$ cat src/sv/ersd_pkg.sv
package ersd_pkg;

  typedef struct packed {
    logic [7:0] data_byte;
    logic       end_of_buffer;
  } in_item_t;

  typedef struct packed {
    logic [1:0]  record_kind;
    logic [9:0]  pos_x;
    logic [9:0]  pos_y;
    logic [9:0]  pos_z;
    logic signed [15:0] rot_x;
    logic signed [15:0] rot_y;
    logic signed [15:0] rot_z;
    logic signed [15:0] rot_w;
    logic [7:0]  shape_kind;
    logic [39:0] shape_dims;
    logic [23:0] color_rgb;
    logic [15:0] ident;
  } out_item_t;

  localparam logic [1:0] KIND_BODY   = 2'd0;
  localparam logic [1:0] KIND_CAMERA = 2'd1;
  localparam logic [1:0] KIND_UNKNOWN = 2'd2;
  localparam logic [1:0] KIND_TRUNC  = 2'd3;

  localparam logic [4:0] PH_TYPE  = 5'd0;
  localparam logic [4:0] PH_CAMID = 5'd1;
  localparam logic [4:0] PH_POS   = 5'd2;
  localparam logic [4:0] PH_IDX   = 5'd6;
  localparam logic [4:0] PH_QUAT  = 5'd7;
  localparam logic [4:0] PH_SHAPE = 5'd13;
  localparam logic [4:0] PH_COLOR = 5'd19;
  localparam logic [4:0] PH_ID    = 5'd22;
  localparam logic [4:0] PH_ID_HI = 5'd23;

  localparam logic signed [15:0] ONE_Q15 = 16'sd32767;
  localparam logic [31:0] FULL_SQ = 32'd1073676289; // 32767 squared

  localparam int QUEUE_DEPTH = 2;

  // Classified record handed from the parser to the finishing stage
  typedef struct packed {
    logic [1:0]  kind;
    logic [31:0] position;
    logic [7:0]  axis;
    logic [47:0] comps;
    logic [47:0] shape;
    logic [23:0] color;
    logic [15:0] ident;
  } rec_t;

  typedef enum logic [1:0] {
    FIN_IDLE, FIN_SQUARE, FIN_ROOT, FIN_OUT
  } fin_state_t;

endpackage

$ cat src/sv/ersd_parser.sv
module ersd_parser (
  input  logic              clk,
  input  logic              rst,
  input  logic              in_valid,
  output logic              in_ready,
  input  ersd_pkg::in_item_t in_data,
  output logic              rec_valid,
  input  logic              rec_ready,
  output ersd_pkg::rec_t    rec_data
);
  import ersd_pkg::*;

  logic [4:0]  phase, phase_next;
  logic [7:0]  rtype, rtype_next;
  logic        discarding, discarding_next;
  logic [31:0] position, position_next;
  logic [7:0]  axis, axis_next;
  logic [47:0] comps, comps_next;
  logic [47:0] shape, shape_next;
  logic [23:0] color, color_next;
  logic [15:0] ident, ident_next;
  logic        emit;
  rec_t        emit_rec;
  logic [7:0]  b;
  logic        last;

  assign b    = in_data.data_byte;
  assign last = in_data.end_of_buffer;

  // Stall only when a record would be emitted and the queue is full
  assign in_ready  = rec_ready || !emit;
  assign rec_valid = in_valid && emit;
  assign rec_data  = emit_rec;

  always_comb begin
    logic done;
    logic [4:0] ph;
    done = 1'b0;
    ph = phase;
    emit = 1'b0;
    phase_next = phase;
    rtype_next = rtype;
    discarding_next = discarding;
    position_next = position;
    axis_next = axis;
    comps_next = comps;
    shape_next = shape;
    color_next = color;
    ident_next = ident;
    emit_rec = '0;
    if (discarding) begin
      if (last) discarding_next = 1'b0;
    end else begin
      if (phase == PH_CAMID) begin
        ident_next = {8'd0, b};
        ph = PH_POS;
      end else if (phase >= PH_POS && phase < PH_IDX) begin
        position_next[8*(phase - PH_POS) +: 8] = b;
        ph = phase + 5'd1;
      end else if (phase == PH_IDX) begin
        axis_next = b;
        if (b >= 8'd4 && b <= 8'd7) begin
          if (rtype == 8'd1) done = 1'b1;
          else ph = PH_SHAPE;
        end else begin
          ph = PH_QUAT;
        end
      end else if (phase >= PH_QUAT && phase < PH_SHAPE) begin
        comps_next[8*(phase - PH_QUAT) +: 8] = b;
        ph = phase + 5'd1;
        if (ph == PH_SHAPE && rtype == 8'd1) done = 1'b1;
      end else if (phase >= PH_SHAPE && phase < PH_COLOR) begin
        shape_next = {shape[39:0], b};
        ph = phase + 5'd1;
      end else if (phase >= PH_COLOR && phase < PH_ID) begin
        color_next = {color[15:0], b};
        ph = phase + 5'd1;
      end else if (phase == PH_ID) begin
        ident_next = {8'd0, b};
        ph = PH_ID_HI;
      end else if (phase == PH_ID_HI) begin
        ident_next = {b, ident[7:0]};
        done = 1'b1;
      end else begin
        rtype_next = b;
        position_next = '0;
        axis_next = '0;
        comps_next = '0;
        shape_next = '0;
        color_next = '0;
        ident_next = '0;
        if (b == 8'd0) ph = PH_POS;
        else if (b == 8'd1) ph = PH_CAMID;
        else ph = PH_TYPE;
      end

      if (phase > PH_ID_HI || phase == PH_TYPE) begin
        if (b > 8'd1) begin
          emit = 1'b1;
          emit_rec.kind = KIND_UNKNOWN;
          discarding_next = !last;
        end else if (last) begin
          emit = 1'b1;
          emit_rec.kind = KIND_TRUNC;
          ph = PH_TYPE;
        end
      end else if (done) begin
        emit = 1'b1;
        ph = PH_TYPE;
        emit_rec.kind = (rtype == 8'd1) ? KIND_CAMERA : KIND_BODY;
        emit_rec.position = position_next;
        emit_rec.axis = axis_next;
        emit_rec.comps = comps_next;
        emit_rec.shape = shape_next;
        emit_rec.color = color_next;
        emit_rec.ident = ident_next;
      end else if (last) begin
        emit = 1'b1;
        emit_rec.kind = KIND_TRUNC;
        ph = PH_TYPE;
      end
      phase_next = ph;
    end
  end

  always_ff @(posedge clk) begin
    if (rst) begin
      phase <= PH_TYPE;
      discarding <= 1'b0;
      rtype <= '0;
      position <= '0;
      axis <= '0;
      comps <= '0;
      shape <= '0;
      color <= '0;
      ident <= '0;
    end else if (in_valid && in_ready) begin
      phase <= phase_next;
      discarding <= discarding_next;
      rtype <= rtype_next;
      position <= position_next;
      axis <= axis_next;
      comps <= comps_next;
      shape <= shape_next;
      color <= color_next;
      ident <= ident_next;
    end
  end

  a_disc_no_emit: assert property (@(posedge clk) disable iff (rst)
    discarding |-> !rec_valid) else $error("record emitted while discarding");
  a_phase_range: assert property (@(posedge clk) disable iff (rst)
    phase <= PH_ID_HI) else $error("phase out of range");
  a_disc_enter: assert property (@(posedge clk) disable iff (rst)
    $rose(discarding) |-> $past(rec_valid && rec_data.kind == KIND_UNKNOWN))
    else $error("discard entered without unknown-type record");
endmodule

$ cat src/sv/ersd_queue.sv
module ersd_queue #(
  parameter int DEPTH = ersd_pkg::QUEUE_DEPTH
) (
  input  logic            clk,
  input  logic            rst,
  input  logic            wr_valid,
  output logic            wr_ready,
  input  ersd_pkg::rec_t  wr_data,
  output logic            rd_valid,
  input  logic            rd_ready,
  output ersd_pkg::rec_t  rd_data
);
  import ersd_pkg::*;

  localparam int AW = (DEPTH > 1) ? $clog2(DEPTH) : 1;

  rec_t mem [DEPTH];
  logic [AW-1:0] wptr, rptr;
  logic [AW:0]   count;
  logic wr_fire, rd_fire;

  assign wr_ready = (count != (AW+1)'(DEPTH));
  assign rd_valid = (count != '0);
  assign wr_fire  = wr_valid && wr_ready;
  assign rd_fire  = rd_valid && rd_ready;
  assign rd_data  = mem[rptr];

  always_ff @(posedge clk) begin
    if (wr_fire) mem[wptr] <= wr_data;
  end

  always_ff @(posedge clk) begin
    if (rst) begin
      wptr <= '0;
      rptr <= '0;
      count <= '0;
    end else begin
      if (wr_fire) wptr <= (wptr == AW'(DEPTH-1)) ? '0 : wptr + AW'(1);
      if (rd_fire) rptr <= (rptr == AW'(DEPTH-1)) ? '0 : rptr + AW'(1);
      count <= count + (AW+1)'(wr_fire) - (AW+1)'(rd_fire);
    end
  end

  a_count: assert property (@(posedge clk) disable iff (rst)
    count <= (AW+1)'(DEPTH)) else $error("queue overflow");
  a_no_under: assert property (@(posedge clk) disable iff (rst)
    count == '0 |=> !$past(rd_fire)) else $error("queue underflow");
  a_step: assert property (@(posedge clk) disable iff (rst)
    wr_fire && !rd_fire |=> count == $past(count) + (AW+1)'(1))
    else $error("queue count step");
endmodule

$ cat src/sv/ersd_finisher.sv
module ersd_finisher (
  input  logic               clk,
  input  logic               rst,
  input  logic               rec_valid,
  output logic               rec_ready,
  input  ersd_pkg::rec_t     rec_data,
  output logic               out_valid,
  input  logic               out_ready,
  output ersd_pkg::out_item_t out_data
);
  import ersd_pkg::*;

  fin_state_t state, state_next;
  rec_t       rec;
  logic [31:0] sq_acc;
  logic        over;
  logic [1:0]  sq_cnt;
  logic [31:0] rem;
  logic [31:0] root;
  logic [31:0] bitv;
  logic [4:0]  rt_cnt;
  logic signed [15:0] comp;
  logic [31:0] sq;
  logic [32:0] acc_sum;
  logic signed [15:0] d, ca, cb, cc;
  logic [15:0] rounded;
  out_item_t   res;
  logic        unit_axis;

  assign unit_axis = rec.axis >= 8'd4 && rec.axis <= 8'd7;
  assign comp = rec.comps[16*sq_cnt +: 16];
  assign sq = 32'(comp * comp);
  assign acc_sum = {1'b0, sq_acc} + {1'b0, sq};

  always_comb begin
    state_next = state;
    rec_ready = 1'b0;
    case (state)
      FIN_IDLE: begin
        rec_ready = 1'b1;
        if (rec_valid) begin
          if (rec_data.kind[1] ||
              (rec_data.axis >= 8'd4 && rec_data.axis <= 8'd7))
            state_next = FIN_OUT;
          else state_next = FIN_SQUARE;
        end
      end
      FIN_SQUARE: if (sq_cnt == 2'd2) state_next = FIN_ROOT;
      FIN_ROOT:   if (rt_cnt == 5'd0) state_next = FIN_OUT;
      FIN_OUT:    if (out_ready) state_next = FIN_IDLE;
      default:    state_next = FIN_IDLE;
    endcase
  end

  always_ff @(posedge clk) begin
    if (rst) state <= FIN_IDLE;
    else state <= state_next;
  end

  // Bit-pair restoring root, one result bit a cycle
  always_ff @(posedge clk) begin
    case (state)
      FIN_IDLE: begin
        rec <= rec_data;
        sq_acc <= '0;
        over <= 1'b0;
        sq_cnt <= '0;
        root <= '0;
      end
      FIN_SQUARE: begin
        sq_acc <= acc_sum[31:0];
        if (acc_sum[32]) over <= 1'b1;
        sq_cnt <= sq_cnt + 2'd1;
        if (sq_cnt == 2'd2) begin
          if (over || acc_sum[32] || acc_sum[31:0] >= FULL_SQ) rem <= '0;
          else rem <= FULL_SQ - acc_sum[31:0];
          bitv <= 32'h4000_0000;
          rt_cnt <= 5'd15;
          root <= '0;
        end
      end
      FIN_ROOT: begin
        if (33'(rem) >= 33'(root) + 33'(bitv)) begin
          rem <= rem - (root + bitv);
          root <= (root >> 1) + bitv;
        end else begin
          root <= root >> 1;
        end
        bitv <= bitv >> 2;
        rt_cnt <= rt_cnt - 5'd1;
      end
      default: ;
    endcase
  end

  always_comb begin
    ca = rec.comps[15:0];
    cb = rec.comps[31:16];
    cc = rec.comps[47:32];
    rounded = (rem > root) ? root[15:0] + 16'd1 : root[15:0];
    d = signed'(rounded);
    res = '0;
    res.record_kind = rec.kind;
    if (!rec.kind[1]) begin
      res.pos_x = rec.position[31:22];
      res.pos_y = rec.position[21:12];
      res.pos_z = rec.position[9:0];
      if (unit_axis) begin
        case (rec.axis[1:0])
          2'd0: res.rot_x = ONE_Q15;
          2'd1: res.rot_y = ONE_Q15;
          2'd2: res.rot_z = ONE_Q15;
          default: res.rot_w = ONE_Q15;
        endcase
      end else if (rec.axis == 8'd0) begin
        res.rot_x = d; res.rot_y = ca; res.rot_z = cb; res.rot_w = cc;
      end else if (rec.axis == 8'd1) begin
        res.rot_x = ca; res.rot_y = d; res.rot_z = cb; res.rot_w = cc;
      end else if (rec.axis == 8'd2) begin
        res.rot_x = ca; res.rot_y = cb; res.rot_z = d; res.rot_w = cc;
      end else begin
        res.rot_x = ca; res.rot_y = cb; res.rot_z = cc; res.rot_w = d;
      end
      if (rec.kind == KIND_BODY) begin
        res.shape_kind = rec.shape[47:40];
        res.shape_dims = rec.shape[39:0];
        res.color_rgb = rec.color;
      end
      res.ident = rec.ident;
    end
  end

  assign out_valid = (state == FIN_OUT);
  assign out_data  = res;

  a_ready_idle: assert property (@(posedge clk) disable iff (rst)
    rec_ready |-> state == FIN_IDLE) else $error("take while busy");
  a_root_len: assert property (@(posedge clk) disable iff (rst)
    state == FIN_ROOT && rt_cnt == 5'd0 |=> state == FIN_OUT)
    else $error("root did not finish");
  a_unit: assert property (@(posedge clk) disable iff (rst)
    state == FIN_SQUARE |-> !unit_axis) else $error("unit axis squared");
endmodule

$ cat src/sv/entity_record_stream_decoder.sv
// Channel | Dir | Handshake             | Payload
// in      | in  | in_valid / in_ready   | ersd_pkg::in_item_t  (data_byte, end_of_buffer)
// out     | out | out_valid / out_ready | ersd_pkg::out_item_t (decoded record)
//
// Bytes: one per cycle into the parser; the parser stalls only when a record
// would be queued while the record queue is full.
// Records: square sum of the three components, then the root (one bit a cycle), then
// held until taken; unit-axis, error and truncation records skip the arithmetic.
// Reset: synchronous, clears parser phase, queue pointers and finisher state.
// Stalls on out only back up the queue; bytes keep flowing until it fills.
module entity_record_stream_decoder #(
  parameter int QueueDepth = ersd_pkg::QUEUE_DEPTH
) (
  input  logic                clk,
  input  logic                rst,
  input  logic                in_valid,
  output logic                in_ready,
  input  ersd_pkg::in_item_t  in_data,
  output logic                out_valid,
  input  logic                out_ready,
  output ersd_pkg::out_item_t out_data
);
  import ersd_pkg::*;

  // parser -> queue request
  logic p_valid, p_ready;
  rec_t p_data;
  // queue -> finisher request
  logic q_valid, q_ready;
  rec_t q_data;

  ersd_parser u_parser (
    .clk, .rst, .in_valid, .in_ready, .in_data,
    .rec_valid(p_valid), .rec_ready(p_ready), .rec_data(p_data)
  );

  ersd_queue #(.DEPTH(QueueDepth)) u_queue (
    .clk, .rst,
    .wr_valid(p_valid), .wr_ready(p_ready), .wr_data(p_data),
    .rd_valid(q_valid), .rd_ready(q_ready), .rd_data(q_data)
  );

  ersd_finisher u_fin (
    .clk, .rst,
    .rec_valid(q_valid), .rec_ready(q_ready), .rec_data(q_data),
    .out_valid, .out_ready, .out_data
  );
endmodule

$ cat config.mk
export PLATFORM = sky130hd
export DESIGN_NAME = entity_record_stream_decoder
export DESIGN_NICKNAME = d
export VERILOG_FILES = /design/src/sv/ersd_pkg.sv /design/src/sv/ersd_parser.sv /design/src/sv/ersd_queue.sv /design/src/sv/ersd_finisher.sv /design/src/sv/entity_record_stream_decoder.sv
export SDC_FILE = /design/constraint.sdc
export NUM_CORES = 2
export LEC_CHECK = 0
export BUFFER_PORTS_ARGS = -buffer_cell sky130_fd_sc_hd__buf_4
export CORE_ASPECT_RATIO = 1.5
export CORE_MARGIN = 2
export CORE_UTILIZATION = 45
export DETAILED_ROUTE_END_ITERATION = 6
export GPL_ROUTABILITY_DRIVEN = 0
export PLACE_DENSITY = 0.6
export SLEW_MARGIN = 40
export SYNTH_ARGS = -nofsm -noshare
export SYNTH_HDL_FRONTEND = slang
export SYNTH_HIERARCHICAL = 1
export SYNTH_SLANG_ARGS = --single-unit
$ cat constraint.sdc
create_clock -name clk -period 31.7 [get_ports clk]
set_input_delay 4.755 -clock clk [delete_from_list [all_inputs] [get_ports clk]]
set_output_delay 4.755 -clock clk [all_outputs]
set_load 0.1 [all_outputs]
## Word level (Yosys, flattened, before mapping)

Memory sizes are Yosys's and may differ from the RTL's. A register that Yosys moved wholly into a read port is not among the register bits.
Cells that the tools add are included.

- Multiply operators: 1
- Shift operators: 5
- Bitwise operators: 9
- $add $sub $neg: 18
- Reduce and logical (&&, ||, !) cells: 38
- Equal/unequal tests: 22
- Order comparisons: 19
- Multiplexer cells: 134

Operators by type and width:

| kind | number |
|---|---|
| $mux 48 | 17 |
| $mux 32 | 15 |
| $mux 176 | 2 |
| $mux 24 | 8 |
| $pmux 32 s2 | 3 |
| $mux 182 | 1 |
| $mux 178 | 1 |
| $mux 16 | 9 |
| $mux 64 | 2 |
| $pmux 32 s3 | 1 |
| $mux 5 | 16 |
| $mux 72 | 1 |
| $neg 32->34 | 2 |
| $add 32x32->33 | 2 |
| $mux 8 | 8 |
| $mux 15 | 4 |
| $bwmux 48 | 1 |
| $shift 8x34->48 const A | 1 |
| $shiftx 48x7->16 | 1 |
| $shiftx 8x34->48 | 1 |
| $shift 8x34->32 const A | 1 |
| $shiftx 8x34->32 | 1 |
| $ge 32x33->1 | 1 |
| $add 31x32->32 | 1 |
| 57 further kinds | 146 |

- Input bits: 13
- Word-level logic and storage cells: 274
- Register bits: 510
- Memories: 1
- Output and inout port bits: 186
- RAM bits: 356

Memory list:

| memory | words | bits a word | read ports | clocked after Yosys merged registers in | write ports | line | text |
|---|---|---|---|---|---|---|---|
| u_queue.mem | 2 | 178 | 1 | 1 | 1 | ersd_queue.sv:17 | `rec_t mem [DEPTH];` |

## Longest topological paths before layout

- Depth after elaboration: 17
- Mapped depth: 44
- Mapped depth without buffers: 40

## Hierarchy

Netlist, hierarchy kept.

Modules (own cells, without submodules):

| module | cells each | area an instance (um^2) | seq. area each (um^2) | times used |
|---|---|---|---|---|
| ersd_finisher | 3020 | 29572.1 | 8928.6 | 1 |
| ersd_queue | 583 | 13573.0 | 10790.3 | 1 |
| ersd_parser | 1305 | 10750.3 | 3803.6 | 1 |

## Worst setup path after synthesis

Ideal clock, no wire load.

- Path kind: register -> output
- Start: register u_fin.root[2]
- End: output out_data[151] (netlist bit)
- Path slack: 19.601 ns
- Data arrival time: 7.344 ns
- Path buffers: 1
- Stages on the path, launching flop included: 13
- Data required time: 26.945 ns
- Cell sequence: edfxtp_1 > clkbuf_1 > inv_1 > ha_1 > o21a_1 > o21ai_0 > a21oi_1 > o31a_1 > o41ai_1 > a31oi_1 > nand3_1 > xnor2_1 > a2111oi_0

RTL lines:

| what | line | text |
|---|---|---|
| from (decl) | ersd_finisher.sv:19 | `logic [31:0] root;` |
| from (signal assigned) | ersd_finisher.sv:85 | `root <= (root >> 1) + bitv;` |
| from (signal assigned) | ersd_finisher.sv:87 | `root <= root >> 1;` |
| to (decl) | entity_record_stream_decoder.sv:21 | `output ersd_pkg::out_item_t out_data` |

## Worst setup path after layout

- Start: input in_data[4] (netlist bit)
- End: output in_ready

- Longest elaborated chain between the ends: 12
- Elaborated cells between the ends (all ways): 15
- Those cells by class: order compare (3); mux (9); reduce/logical (3)

RTL lines:

| what | line | text |
|---|---|---|
| from (decl) | entity_record_stream_decoder.sv:18 | `input ersd_pkg::in_item_t in_data,` |
| $ge 8x3->1 / $le 8x3->1 (equally long branches) | ersd_parser.sv:62 | `if (b >= 8'd4 && b <= 8'd7) begin` |
| $logic_and 1x1->1 | ersd_parser.sv:62 |  |
| $mux 1 | ersd_parser.sv:62 |  |
| $mux 1 | ersd_parser.sv:60 | `end else if (phase == PH_IDX) begin` |
| $mux 1 | ersd_parser.sv:57 | `end else if (phase >= PH_POS && phase < PH_IDX) begin` |
| $mux 1 | ersd_parser.sv:54 | `if (phase == PH_CAMID) begin` |
| $mux 1 | ersd_parser.sv:51 | `if (discarding) begin` |
| $mux 1 | ersd_parser.sv:107 | `end else if (done) begin` |
| $mux 1 * | ersd_parser.sv:97 | `if (phase > PH_ID_HI \|\| phase == PH_TYPE) begin` |
| $mux 1 * | ersd_parser.sv:51 |  |
| $logic_not 1->1 * | ersd_parser.sv:31 | `assign in_ready = rec_ready \|\| !emit;` |
| $logic_or 1x1->1 * | ersd_parser.sv:31 |  |
| to (decl) | entity_record_stream_decoder.sv:17 | `output logic in_ready,` |

Mark *: on every way between the ends. The rest lies on a longest branch, timed or not. The select of a mux whose other input is x is not followed.

==> results.txt <==
----------------------------------------------------
[Run status]
  Run status ... finished, final reports clean

[CTS]
  Number of instances resized during post-cts repair ... 0
  Num CTS Buffers ... 84
  Library cell used as clock root buffer ... sky130_fd_sc_hd__clkbuf_16
  CTS max path bufs ... 3
  Number of buffers added for setup after CTS ... 0
  Max H-tree Level ... 3
  Clock insertion delay at the later pin of the skew report ... 0.70 ns
  Clock-pin slew on the worst setup and hold paths ... 0.06 ns
  Hold buffer count at CTS ... 0
  Clock Sinks ... 843
  Clock tree from TritonCTS ... yes

[Worst hold path]
  Type of the worst min-delay path ... flip-flop to flip-flop
  Startpoint of the tightest hold check path ... u_parser/position[16]

[Timing]
  Number of endpoints failing setup at the final stage ... 0
  Max transition margin ... 37.8%
  Number of pins exceeding their max-slew limit in the final report ... 0
  Worst clock skew ... 0.0495 ns
  RSZ-0062 raised after global routing ... false
  Fmax achieved ... 87.3 MHz
  Pin slew with the least headroom to its limit ... 0.933 ns
  Hold Violations, Final ... 0
  Final period util ... 36.1%
  Post-route minimum period ... 11.46 ns
  Final setup TNS ... 0 ns

[Placed design]
  Number of placed instances, taps included ... 6,472
  Detailed Place HPWL ... 110 mm
  Number of buffers added on ports ... 198

[Setup path]
  Startpoint of the worst setup timing path ... in_data[4]
  Launching element type of the critical path ... input pin
  Critical path type ... input pin to primary output
  Reg2Reg Launch Point ... u_fin/sq_cnt[1]
  Kind of capture point of the worst setup path ... primary output
  Data arrival at the endpoint of the critical path ... 6.70 ns
  Required time of the critical path ... 26.95 ns
  Worst-case register-to-register setup slack ... 20.36 ns
  CP Max Fanout ... 17

[Floorplanning]
  IO Pins ... 199
  Die height ... 427 um
  Placement row count ... 155
  Total die area ... 0.122 mm^2
  Width of the die ... 286 um
  Placeable core region ... 0.119 mm^2
  Starting utilization of the core area ... 45.2%

[Logic synthesis]
  Synthesis warning total ... 6
  Net Count, Synth ... 5,469
  Post-Synthesis Mean Instance Area ... 11.0 um^2
  Post-Synthesis Cell Area ... 0.0537 mm^2
  Post-synthesis instance total ... 4,890

[Route]
  Routed length per instance ... 22.7 um
  Vias per cell ... 5.73
  Initial DRT Pass Iterations ... 7
  Initial detailed-routing violation count ... 3,023
  Number of nets still failing antenna checks after routing ... 0
  Number of remaining DRC errors ... 0
  Via count ... 38,000
  Routed WL ... 150 mm

[Layout]
  Post-layout nets ... 5,569
  Layout Utilization ... 50.2%
  Non-Filler Instances ... 6,637
  Synth-to-Final Area Change ... 11.1%
  Proportion of layout cells with a drive suffix above 1 ... 13.9%
  Fill cell count ... 10,700

[GRT]
  Largest net degree at the start of global routing ... 126
  Initial antenna violation count ... 1
  Global-route wire length before repair ... 227 mm
  Gr usage total ... 24.3%
  Aggregate global routing overflow ... 0
  Vias in the first global route ... 38,100

[Run]
  Max-cap violations ... 0

----------------------------------------------------
[critical path, stage by stage]
cell and delay, ns:
sky130_fd_sc_hd__buf_4 0.21, sky130_fd_sc_hd__nor4_2 0.37, sky130_fd_sc_hd__nor4b_2 0.39, sky130_fd_sc_hd__nor2_2 0.13
sky130_fd_sc_hd__nor2_1 0.20, sky130_fd_sc_hd__nand2_1 0.10, sky130_fd_sc_hd__nand2_1 0.19, sky130_fd_sc_hd__buf_4 0.32
[routing by layer]
layer,track usage (%),vias to the layer above,part of all wire (%)
li1,-,17500,-
met3,3.28,371,5.4
met4,12.5,2,5.8
met5,0,-,0.0086
met1,28.3,18900,38
met2,43.7,1260,51
[path summary, 6_finish.rpt]
check                     endpoint  depth (start not counted)
max                       in_ready                          8
min          u_parser/position[16]                          2
max reg2reg           u_fin/rem[3]                         39
min reg2reg  u_parser/position[16]                          2
[cells in the final DEF, fill, tap and decap left out, types with 18 or more instances in the layout]
cell,count
sky130_fd_sc_hd__clkbuf_16,85
sky130_fd_sc_hd__a31oi_1,37
sky130_fd_sc_hd__nor2b_1,84
sky130_fd_sc_hd__dfxtp_1,194
sky130_fd_sc_hd__a22o_1,127
sky130_fd_sc_hd__clkinv_1,22
sky130_fd_sc_hd__a221oi_1,18
sky130_fd_sc_hd__a21o_1,64
sky130_fd_sc_hd__and2_1,96
sky130_fd_sc_hd__o32ai_1,46
sky130_fd_sc_hd__nor3_1,70
sky130_fd_sc_hd__xor2_1,60
sky130_fd_sc_hd__mux2i_1,42
sky130_fd_sc_hd__a22oi_1,114
sky130_fd_sc_hd__mux2_2,67
sky130_fd_sc_hd__nand3_1,92
sky130_fd_sc_hd__ha_1,310
sky130_fd_sc_hd__a21oi_1,206
sky130_fd_sc_hd__xnor2_1,127
sky130_fd_sc_hd__and3_1,30
sky130_fd_sc_hd__o21bai_1,26
sky130_fd_sc_hd__mux2_4,112
sky130_fd_sc_hd__nand4_1,35
sky130_fd_sc_hd__o21ai_0,107
sky130_fd_sc_hd__nand2b_1,28
sky130_fd_sc_hd__inv_1,511
sky130_fd_sc_hd__a31o_2,19
sky130_fd_sc_hd__a32o_1,24
sky130_fd_sc_hd__fa_1,254
sky130_fd_sc_hd__buf_4,246
sky130_fd_sc_hd__nand2_1,301
sky130_fd_sc_hd__nor2_1,432
sky130_fd_sc_hd__a211oi_1,53
sky130_fd_sc_hd__edfxtp_1,648
[registers in the layout (all words and copies together), names as in the netlist, 24 cells and up, named ones only]
signal / flops
u_fin/rem: 32
u_parser/comps: 48
u_fin/sq_acc: 32
u_fin/rec: 126
u_queue/mem: 352
u_parser/position: 30
u_parser/color: 24
u_fin/root: 32
u_parser/shape: 48
[per-stage QoR]
stage	worst slack, ns	area, um^2	hold slack [ns]
CTS	20.23	59500	0.463
finish	20.24	59600	0.463
global route	19.73	59600	0.485
global placement	20.18	56400	0.447
floorplan	19.60	53700	0.441
detailed placement	20.25	56700	0.454
[area by class of cell]
| class | instances | area (um^2) | area share [%] |
|---|---|---|---|
| repair buffers | 257 | 2060 | 3.45 |
| flip-flops and latches | 843 | 23400 | 39.2 |
| well taps | 1570 | 1960 | 3.30 |
| clock buffers | 97 | 2190 | 3.68 |
| inverters | 523 | 1970 | 3.31 |
| multi-input cells | 3281 | 27400 | 45.9 |
| clock inverters | 60 | 677 | 1.14 |
| diodes | 6 | 15.0 | 0.0252 |
Power is not shown: default switching activity piles up to over one toggle a cycle in this logic, so the estimate is an artifact.
